===== config.mk =====
export PLATFORM = sky130hd
export DESIGN_NAME = generational_task_slot_table
export DESIGN_NICKNAME = d
export VERILOG_FILES = /design/src/rtl/core/gtst_pkg.sv /design/src/rtl/core/gtst_slot_ram.sv /design/src/rtl/core/gtst_free_find.sv /design/src/rtl/core/generational_task_slot_table.sv
export VERILOG_INCLUDE_DIRS = /design/src /design/src/rtl/core
export SDC_FILE = /design/constraint.sdc
export NUM_CORES = 2
export LEC_CHECK = 0
export BUFFER_PORTS_ARGS = -buffer_cell sky130_fd_sc_hd__buf_2
export CORE_ASPECT_RATIO = 0.75
export CORE_MARGIN = 2
export CORE_UTILIZATION = 63
export DETAILED_ROUTE_END_ITERATION = 6
export GPL_TIMING_DRIVEN = 0
export PLACE_DENSITY = 0.78
export REMOVE_ABC_BUFFERS = 1
export SLEW_MARGIN = 40
export SYNTH_ARGS = -nofsm -noshare
export SYNTH_HDL_FRONTEND = slang
export SYNTH_SLANG_ARGS = --single-unit

===== constraint.sdc =====
create_clock -name clk -period 10.3 [get_ports clk]
set_clock_uncertainty 0.2 [all_clocks]
set_input_delay 2.06 -clock clk [delete_from_list [all_inputs] [get_ports clk]]
set_output_delay 2.06 -clock clk [all_outputs]
set_load 0.02 [all_outputs]

===== src/rtl/core/generational_task_slot_table_macros.svh =====
// Assertion macros for the generational task slot table.
`ifndef GENERATIONAL_TASK_SLOT_TABLE_MACROS_SVH
`define GENERATIONAL_TASK_SLOT_TABLE_MACROS_SVH
`ifndef SYNTHESIS
`define GTST_ASSERT_IMPLIES(label, clk, rst_n, ante, cons) \
    label: assert property (@(posedge clk) disable iff (!rst_n) (ante) |-> (cons)) \
        else $error("gtst assertion failed");
`define GTST_ASSERT_NEXT(label, clk, rst_n, ante, cons) \
    label: assert property (@(posedge clk) disable iff (!rst_n) (ante) |=> (cons)) \
        else $error("gtst assertion failed");
`else
`define GTST_ASSERT_IMPLIES(label, clk, rst_n, ante, cons)
`define GTST_ASSERT_NEXT(label, clk, rst_n, ante, cons)
`endif
`endif


===== src/rtl/core/gtst_pkg.sv =====
// Shared constants and codes of the generational task slot table.
package gtst_pkg;

    localparam int SLOTS_DEF     = 64;
    localparam int GEN_WIDTH_DEF = 32;

    localparam int OP_W          = 3;
    localparam int IDX_FIELD_W   = 6;
    localparam int GEN_FIELD_W   = 32;
    localparam int STATUS_W      = 3;
    localparam int COUNT_FIELD_W = 7;
    localparam int S_TDATA_W     = 40;
    localparam int M_TDATA_W     = 56;

    localparam logic [OP_W-1:0] OP_REGISTER   = 3'd0;
    localparam logic [OP_W-1:0] OP_QUERY      = 3'd1;
    localparam logic [OP_W-1:0] OP_CANCEL     = 3'd2;
    localparam logic [OP_W-1:0] OP_RESUME     = 3'd3;
    localparam logic [OP_W-1:0] OP_FINISH     = 3'd4;
    localparam logic [OP_W-1:0] OP_SUSPEND    = 3'd5;
    localparam logic [OP_W-1:0] OP_CANCEL_ALL = 3'd6;

    localparam logic [STATUS_W-1:0] ST_OK       = 3'd0;
    localparam logic [STATUS_W-1:0] ST_STALE    = 3'd1;
    localparam logic [STATUS_W-1:0] ST_FULL     = 3'd2;
    localparam logic [STATUS_W-1:0] ST_DROPPED  = 3'd3;
    localparam logic [STATUS_W-1:0] ST_DEFERRED = 3'd4;

endpackage


===== src/rtl/core/gtst_slot_ram.sv =====
// Synchronous slot memory with one write port and one registered read port.
module gtst_slot_ram #(
    parameter int DEPTH = 64,
    parameter int WIDTH = 34,
    parameter int AW    = 6
) (
    input  logic             clk,
    input  logic             we,
    input  logic [AW-1:0]    waddr,
    input  logic [WIDTH-1:0] wdata,
    input  logic             re,
    input  logic [AW-1:0]    raddr,
    output logic [WIDTH-1:0] rdata
);

    logic [WIDTH-1:0] mem [DEPTH];

    always_ff @(posedge clk)
    begin
        if (we)
        begin
            mem[waddr] <= wdata;
        end
        if (re)
        begin
            rdata <= mem[raddr];
        end
    end

endmodule


===== src/rtl/core/gtst_free_find.sv =====
// Priority encoder that finds the lowest slot not in use.
module gtst_free_find #(
    parameter int SLOTS = 64,
    parameter int AW    = 6
) (
    input  logic [SLOTS-1:0] used,
    output logic             found,
    output logic [AW-1:0]    index
);

    always_comb
    begin
        found = 1'b0;
        index = '0;
        for (int i = SLOTS - 1; i >= 0; i--)
        begin
            if (!used[i])
            begin
                found = 1'b1;
                index = AW'(i);
            end
        end
    end

endmodule


===== src/rtl/core/generational_task_slot_table.sv =====
// Top level of the generational task slot table: control, slot memory and result register.
// Handle ops and register: a word is accepted in IDLE, its slot is read for EXEC, and the
// result word is registered when EXEC completes (memory read, then write back); no new word is taken until then.
// cancel_all walks the slot memory one entry per cycle, then reports the dropped count.
// Reset is asynchronous and active low; after it the block sweeps every slot memory entry,
// writing generation 1 and clear flags, with s_tready held low.
`include "generational_task_slot_table_macros.svh"

module generational_task_slot_table
    import gtst_pkg::*;
#(
    parameter int SLOTS     = SLOTS_DEF,
    parameter int GEN_WIDTH = GEN_WIDTH_DEF
) (
    input  logic                 clk,
    input  logic                 rst_n,
    input  logic                 s_tvalid,
    output logic                 s_tready,
    // From bit 0: slot_index[5:0], generation[31:0], owner_alive, spawn_accepted.
    input  logic [S_TDATA_W-1:0] s_tdata,
    // op[2:0].
    input  logic [OP_W-1:0]      s_tuser,
    output logic                 m_tvalid,
    input  logic                 m_tready,
    // From bit 0: status[2:0], out_index[5:0], out_generation[31:0],
    // dropped_count[6:0], live_count[6:0], one zero pad bit.
    output logic [M_TDATA_W-1:0] m_tdata
);

    // Index and counter widths follow the table depth.
    localparam int IDX_W  = (SLOTS > 1) ? $clog2(SLOTS) : 1;
    localparam int CNT_W  = $clog2(SLOTS + 1);
    // A memory word holds {awaiting, cancelled, generation}.
    localparam int WORD_W = GEN_WIDTH + 2;

    typedef enum logic [2:0] {
        S_CLEAR,
        S_IDLE,
        S_EXEC,
        S_WALK,
        S_FIN
    } state_t;

    state_t                   state_reg;
    logic [IDX_W-1:0]         walk_reg;
    logic [CNT_W-1:0]         drop_reg;
    logic [CNT_W-1:0]         live_reg;
    logic [SLOTS-1:0]         used_reg;

    // Latched input word.
    logic [OP_W-1:0]          op_reg;
    logic [IDX_W-1:0]         addr_reg;
    logic                     in_range_reg;
    logic [GEN_FIELD_W-1:0]   gen_reg;
    logic                     owner_reg;
    logic                     spawn_reg;
    logic                     full_reg;

    logic                     m_tvalid_reg;
    logic [M_TDATA_W-1:0]     m_tdata_reg;
    logic [M_TDATA_W-1:0]     m_tdata_next;

    // Input field views.
    logic [IDX_FIELD_W-1:0]   in_index;
    logic [GEN_FIELD_W-1:0]   in_gen;
    logic                     in_owner;
    logic                     in_spawn;

    assign in_index = s_tdata[IDX_FIELD_W-1:0];
    assign in_gen   = s_tdata[IDX_FIELD_W +: GEN_FIELD_W];
    assign in_owner = s_tdata[IDX_FIELD_W + GEN_FIELD_W];
    assign in_spawn = s_tdata[IDX_FIELD_W + GEN_FIELD_W + 1];

    logic accept;
    assign s_tready = (state_reg == S_IDLE);
    assign accept   = s_tvalid && s_tready;

    // The result register can be loaded when it is empty or being emptied.
    logic out_free;
    assign out_free = !m_tvalid_reg || m_tready;

    // A result word is loaded when EXEC or FIN completes.
    logic out_load;
    assign out_load = ((state_reg == S_EXEC) || (state_reg == S_FIN)) && out_free;

    // Lowest free slot for register.
    logic             free_found;
    logic [IDX_W-1:0] free_index;

    gtst_free_find #(
        .SLOTS (SLOTS),
        .AW    (IDX_W)
    ) u_free_find (
        .used  (used_reg),
        .found (free_found),
        .index (free_index)
    );

    // Memory read is issued at acceptance, so its data is ready in the EXEC cycle.
    logic [IDX_W-1:0]  rd_addr;
    logic [WORD_W-1:0] rd_word;
    logic              mem_we;
    logic [IDX_W-1:0]  mem_waddr;
    logic [WORD_W-1:0] mem_wdata;

    assign rd_addr = (s_tuser == OP_REGISTER) ? free_index : IDX_W'(in_index);

    gtst_slot_ram #(
        .DEPTH (SLOTS),
        .WIDTH (WORD_W),
        .AW    (IDX_W)
    ) u_slot_ram (
        .clk   (clk),
        .we    (mem_we),
        .waddr (mem_waddr),
        .wdata (mem_wdata),
        .re    (accept),
        .raddr (rd_addr),
        .rdata (rd_word)
    );

    // Fields of the slot read for the current word.
    logic [GEN_WIDTH-1:0] st_gen;
    logic                 st_cancelled;
    logic                 st_awaiting;
    logic [GEN_WIDTH-1:0] rel_gen;
    logic                 match;

    assign st_gen       = rd_word[GEN_WIDTH-1:0];
    assign st_cancelled = rd_word[GEN_WIDTH];
    assign st_awaiting  = rd_word[GEN_WIDTH+1];

    // The generation after a release skips 0 when it wraps.
    always_comb
    begin
        rel_gen = st_gen + GEN_WIDTH'(1);
        if (rel_gen == '0)
        begin
            rel_gen = GEN_WIDTH'(1);
        end
    end

    // A handle matches an in-use slot whose stored generation equals the nonzero handle one.
    assign match = in_range_reg && used_reg[addr_reg] && (gen_reg != '0)
                   && (gen_reg == GEN_FIELD_W'(st_gen));

    // Outcome of one handle or register word, applied in the EXEC cycle.
    logic [STATUS_W-1:0]  ex_status;
    logic                 ex_we;
    logic [WORD_W-1:0]    ex_wdata;
    logic                 ex_set_used;
    logic                 ex_clr_used;

    always_comb
    begin
        ex_status   = ST_STALE;
        ex_we       = 1'b0;
        ex_wdata    = {2'b00, rel_gen};
        ex_set_used = 1'b0;
        ex_clr_used = 1'b0;
        if (op_reg == OP_REGISTER)
        begin
            if (full_reg)
            begin
                ex_status = ST_FULL;
            end
            else
            begin
                ex_status   = ST_OK;
                ex_we       = 1'b1;
                ex_wdata    = {2'b00, st_gen};
                ex_set_used = 1'b1;
            end
        end
        else if (match)
        begin
            unique case (op_reg)
                OP_QUERY:
                begin
                    ex_status = ST_OK;
                end
                OP_CANCEL:
                begin
                    ex_we = 1'b1;
                    if (!st_awaiting)
                    begin
                        ex_status   = ST_DROPPED;
                        ex_clr_used = 1'b1;
                    end
                    else
                    begin
                        ex_status = ST_DEFERRED;
                        ex_wdata  = {2'b11, st_gen};
                    end
                end
                OP_RESUME:
                begin
                    ex_we = 1'b1;
                    if (st_cancelled || !owner_reg)
                    begin
                        ex_status   = ST_DROPPED;
                        ex_clr_used = 1'b1;
                    end
                    else
                    begin
                        ex_status = ST_OK;
                        ex_wdata  = {1'b0, st_cancelled, st_gen};
                    end
                end
                OP_FINISH:
                begin
                    ex_status   = ST_OK;
                    ex_we       = 1'b1;
                    ex_clr_used = 1'b1;
                end
                OP_SUSPEND:
                begin
                    ex_we = 1'b1;
                    if (!spawn_reg)
                    begin
                        ex_status   = ST_DROPPED;
                        ex_clr_used = 1'b1;
                    end
                    else
                    begin
                        ex_status = ST_OK;
                        ex_wdata  = {1'b1, st_cancelled, st_gen};
                    end
                end
                default:
                begin
                    // The unused op code reads as a stale handle.
                    ex_status = ST_STALE;
                end
            endcase
        end
    end

    // Memory write: the sweeps write a fresh entry, EXEC writes the modified slot.
    logic exec_fire;
    assign exec_fire = (state_reg == S_EXEC) && out_free;

    always_comb
    begin
        if ((state_reg == S_CLEAR) || (state_reg == S_WALK))
        begin
            mem_we    = 1'b1;
            mem_waddr = walk_reg;
            mem_wdata = {2'b00, GEN_WIDTH'(1)};
        end
        else
        begin
            mem_we    = exec_fire && ex_we;
            mem_waddr = addr_reg;
            mem_wdata = ex_wdata;
        end
    end

    logic             walk_last;
    logic [CNT_W-1:0] live_after;

    assign walk_last = (walk_reg == IDX_W'(SLOTS - 1));

    always_comb
    begin
        live_after = live_reg;
        if (ex_set_used)
        begin
            live_after = live_reg + CNT_W'(1);
        end
        else if (ex_clr_used && (live_reg != '0))
        begin
            live_after = live_reg - CNT_W'(1);
        end
    end

    // Result word: FIN reports the cancel_all count, EXEC the handle or register outcome.
    always_comb
    begin
        m_tdata_next = '0;
        if (state_reg == S_FIN)
        begin
            m_tdata_next[STATUS_W-1:0] = ST_OK;
            m_tdata_next[STATUS_W + IDX_FIELD_W + GEN_FIELD_W +: COUNT_FIELD_W]
                = COUNT_FIELD_W'(drop_reg);
        end
        else
        begin
            m_tdata_next[STATUS_W-1:0] = ex_status;
            if (ex_set_used)
            begin
                m_tdata_next[STATUS_W +: IDX_FIELD_W] = IDX_FIELD_W'(addr_reg);
                m_tdata_next[STATUS_W + IDX_FIELD_W +: GEN_FIELD_W] = GEN_FIELD_W'(st_gen);
            end
            m_tdata_next[STATUS_W + IDX_FIELD_W + GEN_FIELD_W + COUNT_FIELD_W
                         +: COUNT_FIELD_W] = COUNT_FIELD_W'(live_after);
        end
    end

    // Control state machine with the result register.
    always_ff @(posedge clk or negedge rst_n)
    begin
        if (!rst_n)
        begin
            state_reg    <= S_CLEAR;
            walk_reg     <= '0;
            drop_reg     <= '0;
            live_reg     <= '0;
            used_reg     <= '0;
            op_reg       <= OP_REGISTER;
            addr_reg     <= '0;
            in_range_reg <= 1'b0;
            gen_reg      <= '0;
            owner_reg    <= 1'b0;
            spawn_reg    <= 1'b0;
            full_reg     <= 1'b0;
            m_tvalid_reg <= 1'b0;
            m_tdata_reg  <= '0;
        end
        else
        begin
            if (out_load)
            begin
                m_tvalid_reg <= 1'b1;
                m_tdata_reg  <= m_tdata_next;
            end
            else if (m_tvalid_reg && m_tready)
            begin
                m_tvalid_reg <= 1'b0;
            end
            unique case (state_reg)
                S_CLEAR:
                begin
                    if (walk_last)
                    begin
                        walk_reg  <= '0;
                        state_reg <= S_IDLE;
                    end
                    else
                    begin
                        walk_reg <= walk_reg + IDX_W'(1);
                    end
                end
                S_IDLE:
                begin
                    if (accept)
                    begin
                        op_reg       <= s_tuser;
                        addr_reg     <= rd_addr;
                        in_range_reg <= (32'(in_index) < 32'(SLOTS));
                        gen_reg      <= in_gen;
                        owner_reg    <= in_owner;
                        spawn_reg    <= in_spawn;
                        full_reg     <= !free_found;
                        if (s_tuser == OP_CANCEL_ALL)
                        begin
                            walk_reg  <= '0;
                            drop_reg  <= '0;
                            state_reg <= S_WALK;
                        end
                        else
                        begin
                            state_reg <= S_EXEC;
                        end
                    end
                end
                S_EXEC:
                begin
                    if (out_free)
                    begin
                        if (ex_set_used)
                        begin
                            used_reg[addr_reg] <= 1'b1;
                        end
                        if (ex_clr_used)
                        begin
                            used_reg[addr_reg] <= 1'b0;
                        end
                        live_reg  <= live_after;
                        state_reg <= S_IDLE;
                    end
                end
                S_WALK:
                begin
                    // Count the slots in use while each entry is rewritten.
                    drop_reg <= drop_reg + CNT_W'(used_reg[walk_reg]);
                    if (walk_last)
                    begin
                        walk_reg  <= '0;
                        state_reg <= S_FIN;
                    end
                    else
                    begin
                        walk_reg <= walk_reg + IDX_W'(1);
                    end
                end
                S_FIN:
                begin
                    if (out_free)
                    begin
                        used_reg  <= '0;
                        live_reg  <= '0;
                        state_reg <= S_IDLE;
                    end
                end
                default:
                begin
                    state_reg <= S_IDLE;
                end
            endcase
        end
    end

    assign m_tvalid = m_tvalid_reg;
    assign m_tdata  = m_tdata_reg;

    // The live count always equals the number of slots marked in use.
    `GTST_ASSERT_IMPLIES(a_live_matches_used, clk, rst_n, 1'b1,
        $countones(used_reg) == 32'(live_reg))
    // One word at a time: after an acceptance no further word is taken in the next cycle.
    `GTST_ASSERT_NEXT(a_one_word_in_flight, clk, rst_n, accept, !s_tready)
    // A result that waits holds the EXEC stage, so no result is overwritten.
    `GTST_ASSERT_NEXT(a_exec_holds_on_stall, clk, rst_n,
        (state_reg == S_EXEC) && m_tvalid_reg && !m_tready, state_reg == S_EXEC)
    // Input stays closed during the sweep that follows reset.
    `GTST_ASSERT_IMPLIES(a_no_accept_in_clear, clk, rst_n,
        state_reg == S_CLEAR, !s_tready && !m_tvalid_reg)

endmodule


==> reports/qor.yml <==
status:
  run_status: "finished, violations left"
  violations: "DRC"
floorplanning:
  row_count: 125
  initial_utilization: 0.635
  core-area_um2: 155000
  die_area_um2: 159000
  ios: 105
  die-width_um: 460
  die_height_um: 346
layout:
  final_cell_mix: "edfxtp_1, nand2_1, nand3_1"
  largest_register_ffs: 2176
  drive_above_1_share: 0.137
  syn_to_final_growth_pct: 17.8
  fin_area_um2: 116000
  final_nets: 7763
  final_common_cell: "edfxtp_1"
route:
  vias_per_cell: 7.06
  num_vias: 70635
  drc_errors: 21
  dr.first_iter.drc_count: 13401
  first_pass_iters: 7
  postRouteAntennaNets: 0
  routed_wl_mm: 327
  wl_per_cell_um: 32.7
yosys:
  post_synth_inst_count: 7477
  synth_cell_types: 79
  syn_avg_cell_area_um2: 13.2
  synth_edf_count: 2210
  async_reset_ff_frac: 0.0784
  synth-seq-cells: 2398
  synth.cell_area_um2: 98400
  synth_ff_type: "edfxtp_1"
  ys_warn_count: 0
  seq_area_frac_synth: 0.723
placement:
  io_buffers: 103
  finalWeightedCongestion: 0.962
  dp_hpwl_mm: 213
  pre_cts_ws_ns: 1.81
  place_area_um2: 109000
pwr:
  p_sw_mw: 8.70
  power.internal_mw: 19.0
  power_frac_comb: 0.229
  seq_power_share: 0.479
  ir_drop_mv: 0.242
  p_sw_frac: 0.314
  p_leak_nw: 41.2
  power_mw: 27.7
  power.density_nw_per_um2: 239
  pwr-share-clk: 0.292
critical_path:
  worst-setup-path-type: "input port to flop"
  required_ns: 10.67
  worstPathArrival_ns: 8.14
  crit_path_start_kind: "input port"
  crit_fanout: 41
  critPathCaptureType: "flop"
hold_path:
  hp-class: "flop to flop"
global_routing:
  first_global_vias: 68231
  grt_usage: 0.408
  grt_pass1_wl_mm: 467
  overflow: 0
  antenna_found_initial: 28
  grt_max_degree: 77
timing:
  min_period_ns: 7.77
  tns_ns: 0
  fmax_ghz: 0.129
  setup_ws_ns: 2.53
  slew_headroom: 0.300
  finalSetupViolCount: 0
  timing_hold_violations_final: 0
  tightest_slew_ns: 1.04
  rsz0062_at_grt: "false"
  period_share: 0.754
  slew_violations: 0
clocking:
  clockBufferDepth: 3
  cts_tree: "built"
  clkLatencyLatePin_ns: 0.90
  post_cts_resized: 0
  cts_buffers: 212
  h-tree-depth: 4
  cts.clk_slew.worst_paths_ns: 0.06
  cts-root-buf: "clkbuf_16"
  postCtsHoldBufs: 0
  cts_setup_buffers: 0
  cts.sinks: 2398
job:
  maxCapViolCount: 0
final cells by class:
cell class	count	area [µm²]
diodes	14	35.0
clock buffers	298	5900
clock inverters	106	1120
fillers	8561	39100
inverters	24	97.6
multi-input cells	4553	26200
flip-flops and latches	2398	71100
well taps	2095	2620
repair buffers	520	8840
synth_stat cells (17+ instances only):
cell type / n / area [µm²]
buf_6: 20 / 225
buf_4: 46 / 345
xnor2_1: 23 / 201
o22ai_1: 109 / 682
a22o_1: 51 / 447
edfxtp_1: 2210 / 66400
nand4_1: 38 / 238
clkbuf_1: 230 / 863
mux4_2: 23 / 518
o221ai_1: 46 / 403
nor3_1: 70 / 350
nand3_1: 562 / 2810
nor2b_1: 19 / 119
xor2_1: 64 / 561
or4_1: 23 / 173
dfrtp_1: 188 / 4700
nand2b_1: 17 / 106
and2_1: 20 / 125
a31oi_1: 96 / 601
and3_1: 45 / 282
o21ai_0: 270 / 1350
nor2_1: 177 / 664
inv_1: 24 / 90.1
a2111oi_0: 23 / 201
buf_1: 76 / 285
nor4_1: 72 / 450
a32oi_1: 40 / 350
buf_2: 126 / 631
mux2i_1: 353 / 3530
a211oi_1: 28 / 210
a21oi_1: 426 / 2130
nand2_1: 1757 / 6600
cell families after synthesis:
| logic type | synth area share |
|---|---|
| simple gates | 0.124 |
| xor+xnor | 0.00775 |
| mux | 0.0425 |
| buf+inv | 0.0252 |
| other cells | 0.0000381 |
| flops | 0.723 |
| compound gates | 0.0770 |
| fa+ha+maj | 0.000890 |
power by group through the flow:
stage | registers (mW) | logic (mW) | clock network [mW]
floorplan | 13.4 | 2.82 | 0
global placement | 13.9 | 5.02 | 0
detailed placement | 13.5 | 5.99 | 0
CTS | 13.3 | 6.06 | 8.08
global route | 13.3 | 6.50 | 8.46
finish | 13.3 | 6.34 | 8.11
worst paths after layout:
path	start	end	slack (ns)	depth (start not counted)
min reg2reg	m_tdata[51]$_DFFE_PN0P_	m_tdata[51]$_DFFE_PN0P_	0.28	2
max	s_tuser[1]	u_slot_ram.rdata[33]$_DFFE_PP_	2.53	19
max reg2reg	used_reg[46]$_DFFE_PN0P_	u_slot_ram.rdata[33]$_DFFE_PP_	3.69	18
max in group asynchronous	rst_n	m_tdata[30]$_DFFE_PN0P_	7.90	3
min in group asynchronous	rst_n	m_tdata[9]$_DFFE_PN0P_	0.86	1
min	m_tdata[51]$_DFFE_PN0P_	m_tdata[51]$_DFFE_PN0P_	0.28	2
metrics by stage:
step	utilization	hold slack, ns	instances
2_1_floorplan	-	0.234	6975
3_3_place_gp	0.639	0.256	9173
3_5_place_dp	0.702	0.254	9586
4_1_cts	0.747	0.278	9990
5_1_grt	0.748	0.314	10000
6_report	0.748	0.276	10008
worst max-delay path, cell delays in order:
cell and delay (ns):
buf_2 0.17, or3_1 0.56, and2_1 0.28, a211o_1 0.28, a2111oi_4 0.39, o22a_4 0.47, buf_12 0.26, buf_12 0.28
buf_12 0.28, buf_12 0.28, buf_12 0.29, buf_12 0.27, buf_12 0.24, mux2i_1 0.22, o221ai_1 0.17, a31oi_1 0.23
o21ai_2 0.25, a21oi_1 0.78, nand3_1 0.19
routing by layer:
metal,vias up,routed length (µm),global-route usage
li1,28339,-,-
met4,28,25900,0.263
met2,6683,140000,0.582
met5,-,179,0
met1,34080,108000,0.533
met3,1505,53700,0.148
Power figures use the tool's default switching activity.
